## src/design/uart_rut_pkg.sv

```systemverilog
`default_nettype none

package uart_rut_pkg;

	localparam logic [1:0] CMD_START = 2'd0;
	localparam logic [1:0] CMD_BYTE  = 2'd1;
	localparam logic [1:0] CMD_IDLE  = 2'd2;

	localparam logic [1:0] REG_BUFFER_SIZE = 2'd0;
	localparam logic [1:0] REG_EOL_ENABLE  = 2'd1;
	localparam logic [1:0] REG_EOL_LENGTH  = 2'd2;
	localparam logic [1:0] REG_EOL_PATTERN = 2'd3;

	localparam logic [7:0] COUNT_MAX = 8'd255;

	typedef struct packed {
		logic [1:0] cmd;
		logic [7:0] rx_byte;
	} item_t;

	typedef struct packed {
		logic [7:0]  buffer_size;
		logic        eol_enable;
		logic [2:0]  eol_length;
		logic [31:0] eol_pattern;
	} cfg_t;

	typedef struct packed {
		logic       store_valid;
		logic [7:0] store_index;
		logic [7:0] store_byte;
		logic       done_res;
		logic [7:0] done_count;
		logic       idle_seen;
	} res_t;

endpackage

`default_nettype wire

```

## src/design/uart_receive_until_terminator.sv

```systemverilog
// Channel  Dir  Handshake            Payload
// s        in   s_tvalid/s_tready    s_tdata: rx_byte; s_tuser: cmd
// m        out  m_tvalid/m_tready    m_tdata: store fields, done_count; m_tlast: done_res;
//                                    m_tuser: idle_seen
// cfg      in   cfg_we               cfg_index, cfg_wdata
//
// One beat in, one beat out; one beat per cycle sustained while m_tready holds, through
// the input register, then the result register.
// arst_n clears the reception state and loads the register reset values.
// A stalled m side holds the result register; the input register then holds and
// s_tready drops until the result beat is taken.
`default_nettype none

module uart_receive_until_terminator #(
	parameter int MAX_EOL = 4
) (
	input  wire logic        clk,
	input  wire logic        arst_n,
	input  wire logic        s_tvalid,
	output      logic        s_tready,
	input  wire logic [7:0]  s_tdata,   // [7:0] rx_byte
	input  wire logic [1:0]  s_tuser,   // [1:0] cmd
	output      logic        m_tvalid,
	input  wire logic        m_tready,
	output      logic [31:0] m_tdata,   // [0] store_valid, [8:1] store_index,
	                                    // [16:9] store_byte, [24:17] done_count
	output      logic        m_tlast,   // done_res
	output      logic        m_tuser,   // idle_seen
	input  wire logic        cfg_we,
	input  wire logic [1:0]  cfg_index,
	input  wire logic [31:0] cfg_wdata
);

	uart_rut_pkg::cfg_t  cfg_q;
	uart_rut_pkg::item_t item_s1;
	logic                v_s1;
	uart_rut_pkg::res_t  res_c;
	uart_rut_pkg::res_t  res_s2;
	logic                v_s2;
	logic                adv;
	logic                take;

	always_ff @(posedge clk or negedge arst_n) begin
		if (!arst_n) begin
			cfg_q.buffer_size <= 8'd255;
			cfg_q.eol_enable  <= 1'b0;
			cfg_q.eol_length  <= 3'd1;
			cfg_q.eol_pattern <= 32'd10;
		end else if (cfg_we) begin
			unique case (cfg_index)
				uart_rut_pkg::REG_BUFFER_SIZE: cfg_q.buffer_size <= cfg_wdata[7:0];
				uart_rut_pkg::REG_EOL_ENABLE:  cfg_q.eol_enable  <= cfg_wdata[0];
				uart_rut_pkg::REG_EOL_LENGTH:  cfg_q.eol_length  <= cfg_wdata[2:0];
				uart_rut_pkg::REG_EOL_PATTERN: cfg_q.eol_pattern <= cfg_wdata;
				default: begin
				end
			endcase
		end
	end

	assign adv      = v_s1 && (!v_s2 || m_tready);
	assign s_tready = !v_s1 || adv;
	assign take     = s_tvalid && s_tready;

	always_ff @(posedge clk or negedge arst_n) begin
		if (!arst_n) begin
			v_s1 <= 1'b0;
		end else if (take) begin
			v_s1 <= 1'b1;
		end else if (adv) begin
			v_s1 <= 1'b0;
		end
	end

	always_ff @(posedge clk) begin
		if (take) begin
			item_s1.cmd     <= s_tuser;
			item_s1.rx_byte <= s_tdata;
		end
	end

	uart_rut_ctrl #(
		.MAX_EOL (MAX_EOL)
	) u_ctrl (
		.clk    (clk),
		.arst_n (arst_n),
		.fire   (adv),
		.item   (item_s1),
		.cfg    (cfg_q),
		.res    (res_c)
	);

	always_ff @(posedge clk or negedge arst_n) begin
		if (!arst_n) begin
			v_s2 <= 1'b0;
		end else if (adv) begin
			v_s2 <= 1'b1;
		end else if (m_tready) begin
			v_s2 <= 1'b0;
		end
	end

	always_ff @(posedge clk) begin
		if (adv) begin
			res_s2 <= res_c;
		end
	end

	assign m_tvalid = v_s2;
	assign m_tdata  = {7'd0, res_s2.done_count, res_s2.store_byte,
	                   res_s2.store_index, res_s2.store_valid};
	assign m_tlast  = res_s2.done_res;
	assign m_tuser  = res_s2.idle_seen;

endmodule

`default_nettype wire

```

## src/design/uart_rut_match.sv

```systemverilog
`default_nettype none

module uart_rut_match #(
	parameter int MAX_EOL = 4,
	parameter int HIST_D  = 3
) (
	input  wire logic [7:0]          newest,
	input  wire logic [8*HIST_D-1:0] hist,
	input  wire logic [31:0]         pattern,
	input  wire logic [2:0]          length,
	input  wire logic [7:0]          count,
	output      logic                match
);

	logic [3:0]         n_raw;
	logic [3:0]         n_eff;
	logic [MAX_EOL-1:0] ok;

	always_comb begin
		n_raw = (length == 3'd0) ? 4'd1 : {1'b0, length};
		n_eff = (n_raw > 4'(MAX_EOL)) ? 4'(MAX_EOL) : n_raw;
	end

	for (genvar k = 0; k < MAX_EOL; k++) begin : g_cmp
		if (k == 0) begin : g_newest
			assign ok[k] = (newest == pattern[7:0]);
		end else if (k < 4) begin : g_pat
			assign ok[k] = (hist[8*(k-1) +: 8] == pattern[8*k +: 8]) || (4'(k) >= n_eff);
		end else begin : g_zero
			assign ok[k] = (hist[8*(k-1) +: 8] == 8'd0) || (4'(k) >= n_eff);
		end
	end

	assign match = (&ok) && (count >= {4'd0, n_eff});

endmodule

`default_nettype wire

```

## src/design/uart_rut_ctrl.sv

```systemverilog
`default_nettype none

module uart_rut_ctrl #(
	parameter int MAX_EOL = 4
) (
	input  wire logic                clk,
	input  wire logic                arst_n,
	input  wire logic                fire,
	input  wire uart_rut_pkg::item_t item,
	input  wire uart_rut_pkg::cfg_t  cfg,
	output      uart_rut_pkg::res_t  res
);

	localparam int HIST_D = (MAX_EOL > 1) ? MAX_EOL - 1 : 1;

	logic [7:0]          byte_count_q;
	logic                armed_q;
	logic                match_active_q;
	logic [8*HIST_D-1:0] hist_q;

	logic [7:0]          cnt_inc;
	logic                stores;
	logic                full;
	logic                match;
	logic                term;
	logic                done;

	logic [7:0]          byte_count_d;
	logic                armed_d;
	logic                match_active_d;
	logic [8*HIST_D-1:0] hist_d;

	uart_rut_match #(
		.MAX_EOL (MAX_EOL),
		.HIST_D  (HIST_D)
	) u_match (
		.newest  (item.rx_byte),
		.hist    (hist_q),
		.pattern (cfg.eol_pattern),
		.length  (cfg.eol_length),
		.count   (cnt_inc),
		.match   (match)
	);

	always_comb begin
		stores  = byte_count_q < cfg.buffer_size;
		cnt_inc = (byte_count_q != uart_rut_pkg::COUNT_MAX) ? byte_count_q + 8'd1 : byte_count_q;
		full    = cnt_inc >= cfg.buffer_size;
		term    = !full && match_active_q && match;
		done    = full || term;
	end

	always_comb begin
		res            = '0;
		byte_count_d   = byte_count_q;
		armed_d        = armed_q;
		match_active_d = match_active_q;
		hist_d         = hist_q;
		unique case (item.cmd)
			uart_rut_pkg::CMD_START: begin
				byte_count_d   = 8'd0;
				armed_d        = 1'b1;
				match_active_d = cfg.eol_enable;
				hist_d         = '0;
			end
			uart_rut_pkg::CMD_BYTE: begin
				if (armed_q) begin
					if (stores) begin
						res.store_valid = 1'b1;
						res.store_index = byte_count_q;
						res.store_byte  = item.rx_byte;
					end
					if (done) begin
						res.done_res = 1'b1;
						res.done_count = cnt_inc;
					end
					byte_count_d = done ? 8'd0 : cnt_inc;
					armed_d      = !done;
					if (term) begin
						match_active_d = 1'b0;
					end
					if (MAX_EOL > 2) begin
						hist_d = {hist_q[8*HIST_D-9:0], item.rx_byte};
					end else if (MAX_EOL == 2) begin
						hist_d = item.rx_byte;
					end
				end
			end
			uart_rut_pkg::CMD_IDLE: begin
				res.idle_seen = 1'b1;
			end
			default: begin
			end
		endcase
	end

	always_ff @(posedge clk or negedge arst_n) begin
		if (!arst_n) begin
			byte_count_q   <= 8'd0;
			armed_q        <= 1'b0;
			match_active_q <= 1'b0;
			hist_q         <= '0;
		end else if (fire) begin
			byte_count_q   <= byte_count_d;
			armed_q        <= armed_d;
			match_active_q <= match_active_d;
			hist_q         <= hist_d;
		end
	end

`ifndef NO_ASSERTIONS
	a_done_disarms: assert property (@(posedge clk) disable iff (!arst_n)
		fire && res.done_res |=> !armed_q && byte_count_q == 8'd0)
		else $error("completion did not disarm and clear the count");

	a_start_arms: assert property (@(posedge clk) disable iff (!arst_n)
		fire && item.cmd == uart_rut_pkg::CMD_START |=> armed_q && byte_count_q == 8'd0)
		else $error("start did not arm reception");

	a_store_in_range: assert property (@(posedge clk) disable iff (!arst_n)
		fire && res.store_valid |-> res.store_index < cfg.buffer_size && !res.idle_seen)
		else $error("store beyond buffer size");

	a_idle_count_zero: assert property (@(posedge clk) disable iff (!arst_n)
		!armed_q |-> byte_count_q == 8'd0)
		else $error("count nonzero while disarmed");
`endif

endmodule

`default_nettype wire
```

## config.mk

```make
export PLATFORM = sky130hd
export DESIGN_NAME = uart_receive_until_terminator
export DESIGN_NICKNAME = d
export VERILOG_FILES = /design/src/design/uart_rut_pkg.sv /design/src/design/uart_receive_until_terminator.sv /design/src/design/uart_rut_match.sv /design/src/design/uart_rut_ctrl.sv
export SDC_FILE = /design/constraint.sdc
export NUM_CORES = 1
export LEC_CHECK = 0
export BUFFER_PORTS_ARGS = -buffer_cell sky130_fd_sc_hd__buf_2
export CAP_MARGIN = 5
export CORE_MARGIN = 2
export CORE_UTILIZATION = 53
export CTS_BUF_LIST = sky130_fd_sc_hd__clkbuf_8
export DETAILED_ROUTE_END_ITERATION = 10
export PLACE_DENSITY_LB_ADDON = 0.15
export RECOVER_POWER = 25
export SKIP_LAST_GASP = 1
export SLEW_MARGIN = 20
export SYNTH_ARGS = -nofsm -noshare
export SYNTH_HDL_FRONTEND = slang
export SYNTH_SLANG_ARGS = --single-unit
```

## constraint.sdc

```tcl
create_clock -name clk -period 3.2 [get_ports clk]
set_clock_uncertainty 0.2 [all_clocks]
set_input_delay 0.96 -clock clk [delete_from_list [all_inputs] [get_ports clk]]
set_output_delay 0.96 -clock clk [all_outputs]
set_load 0.05 [all_outputs]
```

---- After elaboration in Yosys (flattened, before gate mapping) ----
Index checks and enable logic that the tools add are counted.
cells by class
  shift-type cells ........................ 0
  $add $sub $neg .......................... 1
  bitwise operators ....................... 0
  multipliers ............................. 0
  divide/modulo/power cells ............... 0
  mux-type cells .......................... 20
  reduce and logical (&&, ||, !) cells .... 32
  magnitude comparators ................... 7
  eq/ne operators ......................... 12
operators by type and width
  kind                                                                  number
  24-bit one-hot mux with 2 select lines                                1
  8-bit == test                                                         4
  24-bit 2-to-1 mux                                                     1
  8-bit 2-to-1 mux                                                      3
  17-bit 2-to-1 mux                                                     1
  8-bit one-hot mux with 2 select lines                                 1
  2-bit AND reduction                                                   6
  9-bit 2-to-1 mux                                                      1
  3-bit AND reduction                                                   3
  8-bit by 1-bit adder with 8-bit output, second input constant         1
  8-bit by 3-bit >= comparator with 1-bit output                        1
  8-bit >= comparator                                                   1
  8-bit < comparator                                                    1
  1-bit 2-to-1 mux                                                      8
  8-bit != test, second input constant                                  1
  4-bit AND reduction                                                   2
  2-bit == test, second input constant                                  3
  2-bit by 3-bit >= comparator with 1-bit output, first input constant  2
  1-bit logical OR                                                      6
  3-bit 2-to-1 mux                                                      2
  2-bit nonzero test                                                    3
  1-bit logical AND                                                     5
  2-bit by 1-bit == test with 1-bit output, second input constant       2
  1-bit zero test                                                       4
  6 further kinds                                                       9
word-level totals
  latch bits .............................. 0
  memories ................................ 0
  bits in writable memories ............... 0
  bits in registers ....................... 117
  output and inout port bits .............. 36
  bits in read-only memories .............. 0
  logic and storage cells ................. 90
  bits of input ports ..................... 49

---- Longest topological paths before layout ----
Gate-level depths: netlist (run 1).
  depth after elaboration ................. 13
  depth in mapped cells ................... 14
  gate-level depth less buffers ........... 13

---- By module ----
Synthesis (run 1) repeated with hierarchy kept, for this count alone.
unflattened totals
  cells, all modules ...................... 411
  area total of the unflattened synthesis .. 5406.4 µm²
by module, submodules not included
  module                         cells an instance  sequential area each (µm²)  instances  area each (µm²)
  uart_receive_until_terminator  148                2275.9                      1          2951.6
  uart_rut_ctrl                  203                850.8                       1          1999.4
  uart_rut_match                 60                 0.0                         1          455.4

---- Worst setup path before layout (run 1) ----
No wires, ideal clock.
  path kind ............................... register -> register
  start ................................... register u_ctrl.byte_count_q[1]
  end ..................................... register res_s2 (netlist bit m_tdata[19]), data pin
  library setup time ...................... 264 ps
  clock period less this slack ............ 3161 ps
  cell stages (with the launch flop) ...... 15
  buffers on the path ..................... 1
  data required time ...................... 2736 ps
  arrival ................................. 2697 ps
  slack ................................... 39 ps
  path through ............................ dfrtp_1 ha_1 nand4_1 nor2_4 o21ai_1 inv_1 ha_1 a2111oi_0 nand2_1 o21ai_0 a31oi_1 a31oi_2 or2_1 buf_4 nor2_1
between the ends
  cells in the longest elaborated chain, start to end .. 8
  elaborated cells between the ends (all ways) .. 11
  those cells by class .................... 1 x add/sub; 2 x order compare; 1 x eq/ne; 1 x mux; 6 x reduce/logical
ends and longest elaborated chain
  what                                                                            line                                  source
  start: declaration                                                              uart_rut_ctrl.sv:16                   logic [7:0] byte_count_q;
  start signal: assignment                                                        uart_rut_ctrl.sv:104                  byte_count_q <= byte_count_d;
  8-bit by 1-bit adder with 8-bit output / 8-bit != test (equally long branches)  uart_rut_ctrl.sv:47                   cnt_inc = (byte_count_q != uart_rut_pkg::COUNT_MAX) ? byte_count_q + 8'd1 : byte_count_q;
  8-bit 2-to-1 mux (*)                                                            uart_rut_ctrl.sv:47
  named net u_ctrl.cnt_inc[5]                                                     uart_rut_ctrl.sv:21                   logic [7:0] cnt_inc;
  8-bit >= comparator                                                             uart_rut_ctrl.sv:48                   full = cnt_inc >= cfg.buffer_size;
  1-bit zero test                                                                 uart_rut_ctrl.sv:49                   term = !full && match_active_q && match;
  1-bit logical AND (2 in series)                                                 uart_rut_ctrl.sv:49
  1-bit logical OR (*)                                                            uart_rut_ctrl.sv:50                   done = full || term;
  3-bit AND reduction (no line) (*)                                               n/a
  end signal: assignment                                                          uart_receive_until_terminator.sv:105  res_s2 <= res_c;
  end: declaration                                                                uart_receive_until_terminator.sv:38   uart_rut_pkg::res_t res_s2;
Mark *: on every way through the listed nets, which the timed path passes. The rest lies on a longest branch.
A chain may end at the register's enable or synchronous reset.

---- Worst setup path in the final report (run 1) ----
  start ................................... register u_ctrl.byte_count_q[0]
  end ..................................... register res_s2 (netlist bit m_tdata[20]), data pin
between the ends
  cells in the longest elaborated chain, start to end .. 8
  elaborated cells between the ends (all ways) .. 11
  those cells by class .................... 1 x add/sub; 2 x order compare; 1 x eq/ne; 1 x mux; 6 x reduce/logical
ends and longest elaborated chain
  what                                                                            line
  8-bit by 1-bit adder with 8-bit output / 8-bit != test (equally long branches)  uart_rut_ctrl.sv:47
  8-bit 2-to-1 mux (*)                                                            uart_rut_ctrl.sv:47
  8-bit >= comparator                                                             uart_rut_ctrl.sv:48
  1-bit zero test                                                                 uart_rut_ctrl.sv:49
  1-bit logical AND (2 in series)                                                 uart_rut_ctrl.sv:49
  1-bit logical OR                                                                uart_rut_ctrl.sv:50
  3-bit AND reduction (no line)                                                   n/a
Mark *: on every way between the ends. The rest lies on a longest branch, timed or not.

==> run summary, run 1 <==
Lkg Pwr: 3.028 nW
Die H: 105.5 µm
Pre-antenna DRT Iters: 4
Area growth syn-to-layout: 21.76%
Crit Path Category: flop to flop
WL final: 11290 µm
Worst Setup End Kind: flop
Total track usage: 21.57%
Die area: 0.01114 mm²
Unrepaired setup endpoints after global routing: no
Crit path time final: 3.064 ns
Core area: 0.01018 mm²
Vias in the first global route: 3724
DRC viols: 0
Design Area, Final: 0.006651 mm²
PwrDens: 647.6 mW/mm²
Width of the die: 105.5 µm
Diodes inserted: 0
Num CTS Buffers: 17
Pin count of the biggest net entering global routing: 49
# port buffers: 77
Via-per-instance ratio: 5.254
Clock sinks: 117
Post-DRT Antenna Nets: 0
Final Hold Vio Count: 0
Std cell rows: 37
Initial antenna violation count: 0
I/O pins: 85
Worst-Skew Late Latency: 0.43 ns
Max VDD drop: 0.3609 mV
Seq/Total Area, Yosys: 57.24%
CP required: 3.18 ns
Critical Path Fanout Max: 9
Commonest non-fill, non-tap cell in the layout: buf_2
Worst hold margin: 0.3057 ns
Area leader, netlist: dfrtp_1
Synth Cell Area: 0.005463 mm²
Prevailing post-synth register cell: dfrtp_1
Initial Utilization: 53.64%
Startpoint Class: flop
Layout cells sized above 1: 33.56%
Number of synthesized flops with an enable pin: 37
Crit path arrival time: 3.04 ns
Filler instances: 820
Worst Tran Pin Value: 1.035 ns
GR Overflow Total: 0
Placer Congestion: 0.8578
Max_slew headroom: 30.97%
CTS max path bufs: 2
Result of the run: complete, no violations
Setup crit start: u_ctrl.byte_count_q[0]
DP Worst Slack: -0.1513 ns
Post-synth cell types: 45
Area post-placement: 0.006127 mm²
R2R Path Start: u_ctrl.byte_count_q[0]
Nets: 654
Avg Synthesized Cell Area: 11.45 µm²
Post-synth top area share: 31.61%
Yosys reg bits: 117
Commonest non-fill, non-tap cells in the layout: buf_2 (76), nand2_1 (73), dfrtp_1 (69)
Initial drt markers: 215
Vias after detailed routing: 3862
Cells after Synth: 477
Final setup margin: 0.1364 ns
WL/cell: 15.36 µm
Hold crit path type: flop to flop
CTS H-tree lvls: 4
Reg clk slew, reported paths: 0.06 ns
Async SR Flop Fraction: 68.38%
Dpl hpwl: 7999 µm
Clock root cell: clkbuf_8
Tcrit/Tclk final: 95.74%
Slew Viols, Final: 0
Synthesis Warnings: 0
First-pass GRT wire length: 18340 µm
Final setup violation count: 0
Hold_sp: u_ctrl.hist_q[19]
Highest Clock Rate: 0.3264 GHz
Most area-consuming cells after synthesis: dfrtp_1 (32%), edfxtp_1 (20%), mux2_2 (7.6%)
CTS tree: yes
Maxcap violations: 0
metrics by stage:
stage / utilization (%) / TNS, ns / cells / total power, mW
floorplan: - / 0 / 483 / 2.532
global placement: 60.16 / 0 / 696 / 2.793
detailed placement: 60.16 / -1.201 / 696 / 2.828
CTS: 64.47 / 0 / 728 / 4.308
global route: 65.31 / 0 / 735 / 4.532
finish: 65.31 / 0 / 735 / 4.307
worst max-delay path, stage by stage (launching register included):
cell,delay [ns]
dfrtp_1,0.40
ha_4,0.18
nand4_1,0.16
nor2_4,0.19
buf_4,0.16
xnor2_2,0.12
ha_1,0.25
nand2b_1,0.14
a211o_1,0.28
o211ai_1,0.10
a31oi_1,0.15
a31oi_2,0.21
or2_4,0.21
nor2_1,0.06
metal layers:
metal | global-route usage, % | share of wire [%] | wire length, µm | vias up
li1 | - | - | - | 1874
met1 | 28.49 | 45 | 5078 | 1857
met2 | 34.19 | 48 | 5421 | 108
met3 | 5.751 | 5.3 | 593 | 23
met4 | 8.459 | 1.7 | 197 | 0
met5 | 0 | 0 | 0 | -
repair_timing:
action / 4_1_cts / 5_1_grt
endpoints found under the setup margin: 12 / 19
pin swaps: 0 / 3
hold buffers: 0 / 0
buffers inserted: 0 / 7
gates resized for setup: 2 / 9
power by group:
part / total [mW] / internal, mW / switching (mW)
clock network: 1.46 / 0.898 / 0.567
logic: 0.952 / 0.415 / 0.537
registers: 1.89 / 1.76 / 0.129
total: 4.31 / 3.07 / 1.23
Yosys cell counts, drive strengths merged, types with 6 or more instances:
| library cell | instances |
|---|---|
| buf | 13 |
| dfrtp | 69 |
| o21ai | 47 |
| inv | 22 |
| nand3 | 8 |
| a21boi | 15 |
| mux2 | 37 |
| clkbuf | 12 |
| xor2 | 16 |
| xnor2 | 17 |
| nand2 | 74 |
| dfstp | 11 |
| nor4 | 6 |
| ha | 19 |
| edfxtp | 37 |
| nor2 | 21 |
| a21oi | 6 |
| nand4 | 7 |
| a21o | 7 |
cell type report:
cell class / count / area (µm²) / share of cell area, %
multi-input combinational: 319 / 2201 / 33.09
tap: 136 / 170.2 / 2.558
clock buffer: 20 / 275.3 / 4.138
sequential: 117 / 3127 / 47.01
timing repair buffer: 109 / 635.6 / 9.556
inverter: 22 / 82.58 / 1.242
clock inverter: 12 / 160.2 / 2.408
state kept, by name (all words and copies together), names as in the netlist:
signal / count
u_ctrl.match_active_q: 1
m_tlast: 1
u_ctrl.hist_q: 24
v_s1: 1
m_tvalid: 1
m_tdata: 25
u_ctrl.armed_q: 1
u_ctrl.byte_count_q: 8
item_s1: 10
cfg_q: 44
m_tuser: 1
cell families (layout without fill, tap and decap cells):
logic type | count (synthesis) | count (layout) | synth area share (%)
AO/OA/AOI/OAI | 87 | 87 | 9.620
XOR/XNOR | 33 | 33 | 5.291
adder cells (fa/ha/maj) | 19 | 19 | 4.352
buffers and inverters | 47 | 163 | 3.871
flip-flops | 117 | 117 | 57.24
multiplexers | 39 | 39 | 7.994
other | 1 | 7 | 0.06865
AND/OR/NAND/NOR | 134 | 134 | 11.57
worst paths after layout:
path | to | slack (ns) | depth (start not counted)
max | m_tdata[20] | 0.14 | 13
min | u_ctrl.hist_q[19] | 0.31 | 2
max reg2reg | m_tdata[20] | 0.14 | 13
min reg2reg | u_ctrl.hist_q[19] | 0.31 | 2
max in group asynchronous | u_ctrl.byte_count_q[4] | 0.73 | 2
min in group asynchronous | cfg_q[29] | 0.51 | 1
Power figures use the tool's default switching activity.
==> run 2, diff against run 1 <==
--- a/config.mk
+++ b/config.mk
@@ -12,7 +12,7 @@
 export CTS_BUF_LIST = sky130_fd_sc_hd__clkbuf_8
 export DETAILED_ROUTE_END_ITERATION = 10
 export PLACE_DENSITY_LB_ADDON = 0.15
-export RECOVER_POWER = 25
+export RECOVER_POWER = 50
 export SKIP_LAST_GASP = 1
 export SLEW_MARGIN = 20
 export SYNTH_ARGS = -nofsm -noshare
==> run 2 against run 1 <==
- critical path depth is the same
- register-to-register slack barely moved
- highest routed layer unchanged
- first-iteration DRC count down 9.8%
- critical endpoint unchanged
- critical path type unchanged
- final cell count is the same
==> run summary, run 2 (same netlist as run 1, synthesis figures left out) <==
Max incr delay on CP: 0.40 ns
Worst Setup End Kind: flop
Max Used Layer: met4
Initial antenna violation count: 0
Unrepaired setup endpoints after global routing: no
Tot Pwr: 4.306 mW
CP required: 3.18 ns
Highest Clock Rate: 0.3264 GHz
Biggest register: cfg_q
First-pass GRT wire length: 18340 µm
Crit path arrival time: 3.04 ns
Final setup violation count: 0
DRC viols: 0
Diodes inserted: 0
Part of the power in registers: 43.9%
Hold crit path type: flop to flop
Crit Path Category: flop to flop
Crit path time final: 3.063 ns
Lkg Pwr: 3.011 nW
Startpoint Class: flop
Initial drt markers: 194
Via-per-instance ratio: 5.253
Layout cells sized above 1: 32.72%
Int Power: 3.073 mW
Total track usage: 21.57%
Max_slew headroom: 27.08%
Width of the die: 105.5 µm
Final Hold Vio Count: 0
Tcrit/Tclk final: 95.73%
Max VDD drop: 0.3612 mV
Clk pwr share: 34.0%
Clock root cell: clkbuf_8
Worst Tran Pin Value: 1.094 ns
Slew Viols, Final: 0
Die area: 0.01114 mm²
Std cell rows: 37
Post-DRT Antenna Nets: 0
Max reg flops: 44
Pre-antenna DRT Iters: 4
Dpl hpwl: 7999 µm
FF-to-FF path depth: 13
Pin count of the biggest net entering global routing: 49
Metal-1 WL: 5033 µm
Commonest non-fill, non-tap cells in the layout: buf_2 (74), nand2_1 (73), dfrtp_1 (69)
Final setup margin: 0.1366 ns
Num CTS Buffers: 17
Worst hold margin: 0.3056 ns
Met3 wire len: 620 µm
Area growth syn-to-layout: 21.51%
Commonest non-fill, non-tap cell in the layout: buf_2
Critical Path Fanout Max: 9
CTS tree: yes
GR Overflow Total: 0
Worst-Skew Late Latency: 0.43 ns
Result of the run: complete, no violations
DP Worst Slack: -0.1513 ns
Cell chain of the critical path: ha_4, nand4_1, nor2_4, buf_4, xnor2_2, ha_1, nand2b_1, a211o_1, o211ai_1, a31oi_1, a31oi_2, or2_4, nor2_1
# port buffers: 77
CTS max path bufs: 2
WL/cell: 15.34 µm
Slowest-stage cell, CP: dfrtp_1
Gate power share: 22.1%
Initial Utilization: 53.64%
Core area: 0.01018 mm²
Vias after detailed routing: 3861
Die H: 105.5 µm
Hold path cells: 2
Placer Congestion: 0.8578
Nets: 654
Switching power: 1.233 mW
PwrDens: 648.7 mW/mm²
Clock sinks: 117
DR WL met2: 5422 µm
WL final: 11270 µm
Reg clk slew, reported paths: 0.06 ns
Maxcap violations: 0
I/O pins: 85
Vias in the first global route: 3724
Finished Core Util: 65.17%
Sw frac: 28.63%
CTS H-tree lvls: 4
==> run 2: cell types whose count changed in the layout (fill, tap and decap cells not counted) <==
cell,delta
clkbuf_1,+5
buf_4,-3
buf_2,-2
and2_0,+1
and2_1,-1
==> run 2: final timing paths <==
kind                                   startpoint                      to  slack, ns
setup / recovery           u_ctrl.byte_count_q[0]             m_tdata[20]       0.14
hold / removal                  u_ctrl.hist_q[19]       u_ctrl.hist_q[19]       0.31
setup reg to reg           u_ctrl.byte_count_q[0]             m_tdata[20]       0.14
hold reg to reg                 u_ctrl.hist_q[19]       u_ctrl.hist_q[19]       0.31
max in group asynchronous                  arst_n  u_ctrl.byte_count_q[4]       0.73
min in group asynchronous                  arst_n               cfg_q[29]       0.51
==> run 2: timing repair <==
action | 4_1_cts | 5_1_grt
pin swaps | 0 | 3
gates resized for setup | 2 | 9
hold buffers | 0 | 0
setup endpoints to repair | 12 | 19
setup buffers | 0 | 7
==> run 2: power by group through the flow <==
stage	Combinational [mW]	Sequential (mW)	Clock, mW
after floorplan	0.535	2.00	0
after global placement	0.885	1.91	0
after detailed placement	0.913	1.91	0
after CTS	0.921	1.89	1.50
after global routing	1.05	1.91	1.57
final	0.950	1.89	1.47
==> run 2: routing by layer <==
| layer | track usage [%] | vias up |
|---|---|---|
| li1 | - | 1874 |
| met3 | 5.751 | 23 |
| met2 | 34.19 | 113 |
| met5 | 0 | - |
| met1 | 28.49 | 1851 |
| met4 | 8.459 | 0 |
==> run 2: area by class of cell <==
| cell class | count | area (µm²) |
|---|---|---|
| Clock buffer | 20 | 275.3 |
| Timing Repair Buffer | 109 | 621.8 |
| Clock inverter | 12 | 160.2 |
| Fill cell | 824 | 3547 |
| Inverter | 22 | 82.58 |
| Tap cell | 136 | 170.2 |
| Sequential cell | 117 | 3127 |
| Multi-Input combinational cell | 319 | 2201 |
==> run 2: worst max-delay path, delay by kind of cell (launching register included) <==
family | cells | cell delay [ns]
xor gates and xnor gates | 1 | 0.12
DFF | 1 | 0.40
buffers and inverters | 1 | 0.16
and+or+nand+nor | 5 | 0.76
adders and majority gates | 2 | 0.43
AOI/OAI and AO/OA | 4 | 0.74
==> run 2: per-stage QoR <==
step	instance area (µm²)	std cells	setup TNS, ns
6_report	6638	735	0
5_1_grt	6638	735	0
4_1_cts	6566	728	0
3_5_place_dp	6127	696	-1.201
3_3_place_gp	6127	696	0
2_1_floorplan	5485	483	0
